`src/b2bcd_pkg.sv`:
```
// ----------------------------------------------------------------------------
// b2bcd_pkg
// shared constants and types for the binary to packed bcd converter
// ----------------------------------------------------------------------------
package b2bcd_pkg;
    localparam int VALUE_W  = 32;
    localparam int DIGITS   = 10;
    localparam int BCD_W    = DIGITS * 4;
    localparam int STAGES   = 4;
    localparam int SHIFTS_PER_STAGE = VALUE_W / STAGES;

    typedef struct packed {
        logic [VALUE_W-1:0] bin;
        logic [BCD_W-1:0]   bcd;
        logic [3:0]         size;
    } t_dd;

    // one double-dabble step: add 3 to digits >= 5, shift in next bit
    function automatic t_dd dd_step(t_dd x);
        t_dd y;
        logic [BCD_W-1:0] adj;
        adj = x.bcd;
        for (int d = 0; d < DIGITS; d++) begin
            if (adj[d*4 +: 4] >= 4'd5) begin
                adj[d*4 +: 4] = adj[d*4 +: 4] + 4'd3;
            end
        end
        y.bcd  = {adj[BCD_W-2:0], x.bin[VALUE_W-1]};
        y.bin  = {x.bin[VALUE_W-2:0], 1'b0};
        y.size = x.size;
        return y;
    endfunction
endpackage

```
`src/b2bcd_conv.sv`:
```
// ----------------------------------------------------------------------------
// b2bcd_conv
// pipelined double dabble, eight shifts per stage, four stages, stallable
// ----------------------------------------------------------------------------
module b2bcd_conv
    import b2bcd_pkg::*;
(
    input  logic               i_clk,
    input  logic               i_rst_n,
    input  logic               i_valid,
    output logic               o_ready,
    input  logic [VALUE_W-1:0] i_value,
    input  logic [3:0]         i_size,
    output logic               o_valid,
    input  logic               i_ready,
    output logic [BCD_W-1:0]   o_bcd,
    output logic [3:0]         o_size
);
    t_dd  r_st [STAGES];
    logic r_v  [STAGES];
    logic [STAGES-1:0] w_adv;
    t_dd  n_st [STAGES];

    always_comb begin
        t_dd x;
        for (int s = 0; s < STAGES; s++) begin
            if (s == 0) begin
                x.bin = i_value; x.bcd = '0; x.size = i_size;
            end else begin
                x = r_st[s-1];
            end
            for (int k = 0; k < SHIFTS_PER_STAGE; k++) x = dd_step(x);
            n_st[s] = x;
        end
        w_adv[STAGES-1] = !r_v[STAGES-1] || i_ready;
        for (int s = STAGES-2; s >= 0; s--) w_adv[s] = !r_v[s] || w_adv[s+1];
    end

    always_ff @(posedge i_clk) begin
        for (int s = 0; s < STAGES; s++) begin
            if (w_adv[s]) begin
                r_st[s] <= n_st[s];
                if (!i_rst_n) r_v[s] <= 1'b0;
                else r_v[s] <= (s == 0) ? i_valid : r_v[s-1];
            end else if (!i_rst_n) begin
                r_v[s] <= 1'b0;
            end
        end
    end

    assign o_ready = w_adv[0];
    assign o_valid = r_v[STAGES-1];
    assign o_bcd   = r_st[STAGES-1].bcd;
    assign o_size  = r_st[STAGES-1].size;
endmodule

```
`src/b2bcd_emit.sv`:
```
// ----------------------------------------------------------------------------
// b2bcd_emit
// counts digits, then sends packed bytes one per cycle while i_ready is high, low byte first
// ----------------------------------------------------------------------------
module b2bcd_emit
    import b2bcd_pkg::*;
(
    input  logic             i_clk,
    input  logic             i_rst_n,
    input  logic             i_valid,
    output logic             o_ready,
    input  logic [BCD_W-1:0] i_bcd,
    input  logic [3:0]       i_size,
    output logic             o_valid,
    input  logic             i_ready,
    output logic [7:0]       o_data_byte,
    output logic             o_data_valid,
    output logic             o_last,
    output logic             o_status,
    output logic [2:0]       o_byte_count
);
    logic [BCD_W-1:0] r_bcd;
    logic [2:0]       r_nbytes;
    logic [2:0]       r_idx;
    logic             r_fail;
    logic             r_busy;
    logic             r_empty;
    logic [3:0]       w_ndig;
    logic [4:0]       w_need;
    logic [2:0]       w_nb;

    always_comb begin
        w_ndig = 4'd1;
        for (int d = 1; d < DIGITS; d++) begin
            if (i_bcd[d*4 +: 4] != 4'd0) w_ndig = 4'(d + 1);
        end
        w_need = {1'b0, w_ndig} + 5'd1;
        w_nb   = w_need[3:1];
    end

    always_ff @(posedge i_clk) begin
        if (!i_rst_n) begin
            r_busy <= 1'b0;
        end else if (!r_busy || (i_ready && o_last)) begin
            r_busy <= i_valid;
            r_idx  <= '0;
            r_bcd  <= i_bcd;
            if ({1'b0, w_ndig} > {i_size, 1'b0}) begin
                r_fail   <= 1'b1;
                r_nbytes <= (i_size > 4'd5) ? 3'd5 : i_size[2:0];
                r_empty  <= (i_size == 4'd0);
            end else begin
                r_fail   <= 1'b0;
                r_nbytes <= w_nb;
                r_empty  <= 1'b0;
            end
        end else if (i_ready) begin
            r_idx <= r_idx + 3'd1;
            r_bcd <= {8'd0, r_bcd[BCD_W-1:8]};
        end
    end

    assign o_ready      = !r_busy || (i_ready && o_last);
    assign o_valid      = r_busy;
    assign o_data_valid = !r_empty;
    assign o_data_byte  = r_empty ? 8'd0 : r_bcd[7:0];
    assign o_last       = r_empty || (r_idx + 3'd1 == r_nbytes);
    assign o_status     = o_last && r_fail;
    assign o_byte_count = (o_last && !r_fail) ? r_nbytes : 3'd0;
endmodule

```
`src/binary_to_packed_bcd_core.sv`:
```
// an accepted item passes the four conversion stage registers and then the sender register
// four double-dabble stages of eight shifts each, then a byte sender
// throughput: one result byte per cycle while i_ready is high, one to five results per item
// the sender output sets the rate; the conversion pipeline takes an item every cycle unless the sender stalls it
// reset: synchronous active low, clears all valid bits, no data lost after
// ----------------------------------------------------------------------------
// binary_to_packed_bcd_core
// 32-bit unsigned to packed bcd, bytes least significant first
// ----------------------------------------------------------------------------
module binary_to_packed_bcd_core
    import b2bcd_pkg::*;
(
    input  logic        i_clk,
    input  logic        i_rst_n,
    input  logic        i_valid,
    output logic        o_ready,
    input  logic [31:0] i_value,
    input  logic [3:0]  i_buffer_bytes,
    output logic        o_valid,
    input  logic        i_ready,
    output logic [7:0]  o_data_byte,
    output logic        o_data_valid,
    output logic        o_last,
    output logic        o_status,
    output logic [2:0]  o_byte_count
);
    logic             w_cv;
    logic             w_er;
    logic [BCD_W-1:0] w_bcd;
    logic [3:0]       w_size;

    b2bcd_conv u_conv (
        .i_clk(i_clk), .i_rst_n(i_rst_n),
        .i_valid(i_valid), .o_ready(o_ready),
        .i_value(i_value), .i_size(i_buffer_bytes),
        .o_valid(w_cv), .i_ready(w_er), .o_bcd(w_bcd), .o_size(w_size)
    );

    b2bcd_emit u_emit (
        .i_clk(i_clk), .i_rst_n(i_rst_n),
        .i_valid(w_cv), .o_ready(w_er), .i_bcd(w_bcd), .i_size(w_size),
        .o_valid(o_valid), .i_ready(i_ready),
        .o_data_byte(o_data_byte), .o_data_valid(o_data_valid),
        .o_last(o_last), .o_status(o_status), .o_byte_count(o_byte_count)
    );
endmodule

```
`config.mk`:
```
export PLATFORM = sky130hd
export DESIGN_NAME = binary_to_packed_bcd_core
export DESIGN_NICKNAME = d
export VERILOG_FILES = /design/src/b2bcd_pkg.sv /design/src/b2bcd_conv.sv /design/src/b2bcd_emit.sv /design/src/binary_to_packed_bcd_core.sv
export SDC_FILE = /design/constraint.sdc
export NUM_CORES = 1
export LEC_CHECK = 0
export BUFFER_PORTS_ARGS = -buffer_cell sky130_fd_sc_hd__clkbuf_2
export CAP_MARGIN = 20
export CORE_MARGIN = 2
export CORE_UTILIZATION = 61
export CTS_CLUSTER_DIAMETER = 80
export DETAILED_ROUTE_END_ITERATION = 16
export GPL_TIMING_DRIVEN = 0
export PLACE_DENSITY_LB_ADDON = 0.25
export SYNTH_ARGS = -nofsm -noshare
export SYNTH_HDL_FRONTEND = slang
export SYNTH_SLANG_ARGS = --single-unit
```
`constraint.sdc`:
```
create_clock -name i_clk -period 20.8 [get_ports i_clk]
set_input_delay 4.16 -clock i_clk [delete_from_list [all_inputs] [get_ports i_clk]]
set_output_delay 4.16 -clock i_clk [all_outputs]
set_load 0.03 [all_outputs]
```
==> impl_metrics.py <==
metrics = {
    "run_status": {
        "status": "completed",
    },
    "route": {
        "route.final.wire_length_mm": 57.7,
        "route.detailed.wl_per_inst_um": 14.6,
        "detailedRoute.firstPassIterationCount": 8,
        "drtAntennaViolNets": 0,
        "detailedRoute.firstIterationViolations": 1527,
        "post_route_drc": 0,
        "routed_via_density": 6.19,
        "via_count": 24400,
    },
    "floorplan": {
        "start_util_pct": 61.7,
        "fp.dieArea_um2": 45300,
        "die_width_um": 213,
        "fp.coreArea_um2": 43100,
        "num_rows": 76,
        "die_height_um": 213,
        "pin_count": 56,
    },
    "yosys": {
        "synth_simple_gate_area_share_pct": 21.3,
        "synth_top_family_by_area": "compound AO/OA/AOI/OAI gates",
        "netlist.top_cell.by_area": "sky130_fd_sc_hd__edfxtp_1",
        "synth_async_sr_flop_share_pct": 0,
        "number_of_register_bits_inferred_by_synthesis": 219,
        "synth_fa_ha_area_share_pct": 7.38,
        "seq_area_frac_synth_pct": 24.7,
        "syn_nets": 3439,
        "synth.lib_cells_used.distinct": 137,
        "netlist_area_before_placement_um2": 26600,
        "synth_edf_count": 218,
        "synth_cells": 3244,
        "postSynth.topFlopCell": "sky130_fd_sc_hd__edfxtp_1",
        "synth.top_cell.area_share_pct": 24.6,
        "synth.avg_cell_area_um2": 8.19,
        "synth_compound_area_share_pct": 30.4,
        "synth.area.mux_share_pct": 7.05,
        "yosysWarnings": 0,
        "yosys.area_share.xor_xnor_pct": 4.61,
        "synth_top_area_cells": "sky130_fd_sc_hd__edfxtp_1, sky130_fd_sc_hd__ha_1, sky130_fd_sc_hd__nand2_1",
    },
    "min_path": {
        "worst_hold_path_type": "reg -> reg",
    },
    "timing": {
        "finalClockSkew_ps": 16.0,
        "max_slew.worst_pin.slew_ps": 839,
        "max_slew_margin_pct": 43.6,
        "fin_setup_tns_ps": 0,
        "post-route-period-util_pct": 47.2,
        "setup_viol_count_final": 0,
        "finalMaxSlewViolations": 0,
        "finalHoldViolCount": 0,
        "clock.fmax_mhz": 102,
        "grt_setup_unrepaired": "no",
        "timing.final.crit_period_ps": 9820,
    },
    "worst_setup_path": {
        "required_time_of_the_critical_path_ps": 16640,
        "critical_path_arrival_ps": 5660,
        "setup.worst_path.start_class": "input pin",
        "worst-r2r-setup-slack_ps": 13120,
        "biggest_fanout_along_the_worst_timing_path": 37,
        "worst-setup-path-type": "in -> out",
        "cp-end-kind": "output port",
    },
    "final_layout": {
        "antenna_cells": 0,
        "finish.net_count": 3532,
        "syn2layout_area_growth_pct": 7.84,
        "final.fill_count": 3524,
        "layout-drive-gt1-share_pct": 12.4,
    },
    "clock_tree": {
        "postCtsSetupBuffers": 0,
        "cts-root-buf": "sky130_fd_sc_hd__clkbuf_16",
        "postCtsHoldBufs": 0,
        "cts_tree": "yes",
        "post_cts.resized_instances": 0,
        "clock_sinks": 219,
        "level_count_of_the_clock_h_tree": 1,
        "clock_tree_buf_depth": 3,
        "worst_skew_pair.late_latency_ps": 570,
        "numCtsBuffers": 29,
        "clk_pin_slew_ps": 60,
    },
    "flow_run": {
        "max-cap-violations": 0,
    },
    "place": {
        "place.gp.congestion": 0.865,
        "dp_hpwl_mm": 44.4,
        "buffer_ports.inserted": 55,
    },
    "global_route": {
        "gr-total-overflow": 0,
        "wire_length_of_the_first_global_routing_pass_mm": 99.2,
        "grt_pass1_vias": 23100,
        "globalRouteTotalUtil_pct": 24.9,
        "grt_antenna_before_repair": 0,
        "grt_max_degree": 39,
    },
}
-- path summary, 6_finish.rpt --
kind / start / to / cells after the start
worst min-delay path: u_conv.r_st[0][51] / u_conv.r_st[1][59] / 0
worst min register to register: u_conv.r_st[0][51] / u_conv.r_st[1][59] / 0
worst max register to register: u_conv.r_st[0][4] / u_conv.r_st[1][10] / 35
worst max-delay path: i_ready / o_ready / 8
-- Yosys cell counts (all sizes together) (13+ instances only) --
library cell	n
nand3b	19
a221oi	18
or2	52
xnor2	83
a2bb2oi	20
a21oi	228
nor4	13
clkbuf	55
ha	155
a21o	55
o211ai	52
nor3	79
a211o	28
o21ai	265
o21a	33
nand2b	71
a211oi	70
xor2	39
o21bai	19
a22oi	20
o22ai	31
and3	29
buf	26
o22a	13
edfxtp	218
a31oi	42
nor2b	52
and2	59
o211a	15
o31ai	26
nor3b	16
a21boi	30
nand3	61
mux2i	102
nand2	352
o32ai	15
nor2	277
or3	36
mux2	66
inv	224
-- flip-flops by register name (all words and copies together) (netlist names) --
signal           flops
u_emit.o_valid       1
u_emit.r_idx         3
u_emit.r_empty       1
u_conv.r_v           4
u_emit.r_nbytes      3
u_emit.r_fail        1
u_emit.r_bcd        40
u_conv.r_st        166
-- metrics by stage --
step | cell area, µm² | setup WS (ps) | hold WS, ps | std cells | util (%)
6_report | 28700 | 10980 | 415 | 3945 | 66.5
5_1_grt | 28700 | 10880 | 422 | 3945 | 66.5
4_1_cts | 28700 | 10970 | 416 | 3944 | 66.5
3_5_place_dp | 27700 | 10970 | 405 | 3890 | 64.3
3_3_place_gp | 27600 | 9990 | 400 | 3884 | 64.0
2_1_floorplan | 26600 | 10880 | 400 | 3244 | -
-- layout make-up --
type,count,area (µm²),area share (%)
well taps,585,732,2.55
plain buffers,81,350,1.22
clock inverters,18,151,0.528
repair buffers,62,392,1.37
clock buffers,36,792,2.76
inverters,225,847,2.96
flip-flops and latches,219,6570,22.9
multi-input cells,2719,18800,65.7
-- worst max-delay path: stages --
cell and delay [ps]:
sky130_fd_sc_hd__clkbuf_2 70, sky130_fd_sc_hd__inv_1 80, sky130_fd_sc_hd__o21a_1 210, sky130_fd_sc_hd__and3_1 220
sky130_fd_sc_hd__and2_1 200, sky130_fd_sc_hd__nand2_2 170, sky130_fd_sc_hd__buf_12 240, sky130_fd_sc_hd__clkbuf_2 250
-- cells by family after synthesis --
family	after synthesis
xor gates and xnor gates	123
AOI/OAI and AO/OA	1114
and+or+nand+nor	1155
buffers and inverters	306
muxes	170
DFF	219
adders and majority gates	157
-- placed cells by master (no fill, tap or decap), drive strengths merged, types with 20 or more instances in the layout --
master / instances
a31oi: 42
o21ai: 265
nand3: 61
or2: 52
clkbuf: 147
and2: 59
a211o: 28
xor2: 39
nor2: 277
or3: 36
a21boi: 30
mux2: 66
nand2b: 71
ha: 155
o31ai: 26
a21o: 55
xnor2: 83
o21a: 33
a2bb2oi: 20
nor2b: 52
nand2: 352
o22ai: 31
nor3: 79
inv: 229
edfxtp: 218
o211ai: 52
a22oi: 20
a21oi: 228
buf: 32
mux2i: 102
a211oi: 70
and3: 29
-- layer usage --
layer | global-route usage, % | part of all wire (%) | wire [µm] | vias to the layer above
met2 | 48.2 | 51 | 29600 | 534
met5 | 0 | 0 | 0 | -
met1 | 29.5 | 43 | 25000 | 11500
met4 | 5.93 | 2.1 | 1190 | 0
li1 | - | - | - | 12300
met3 | 2.28 | 3.2 | 1850 | 98
Power is left out: the tool's default activity adds up to more than one toggle a clock period on the data nets, which glitch-free logic cannot reach.
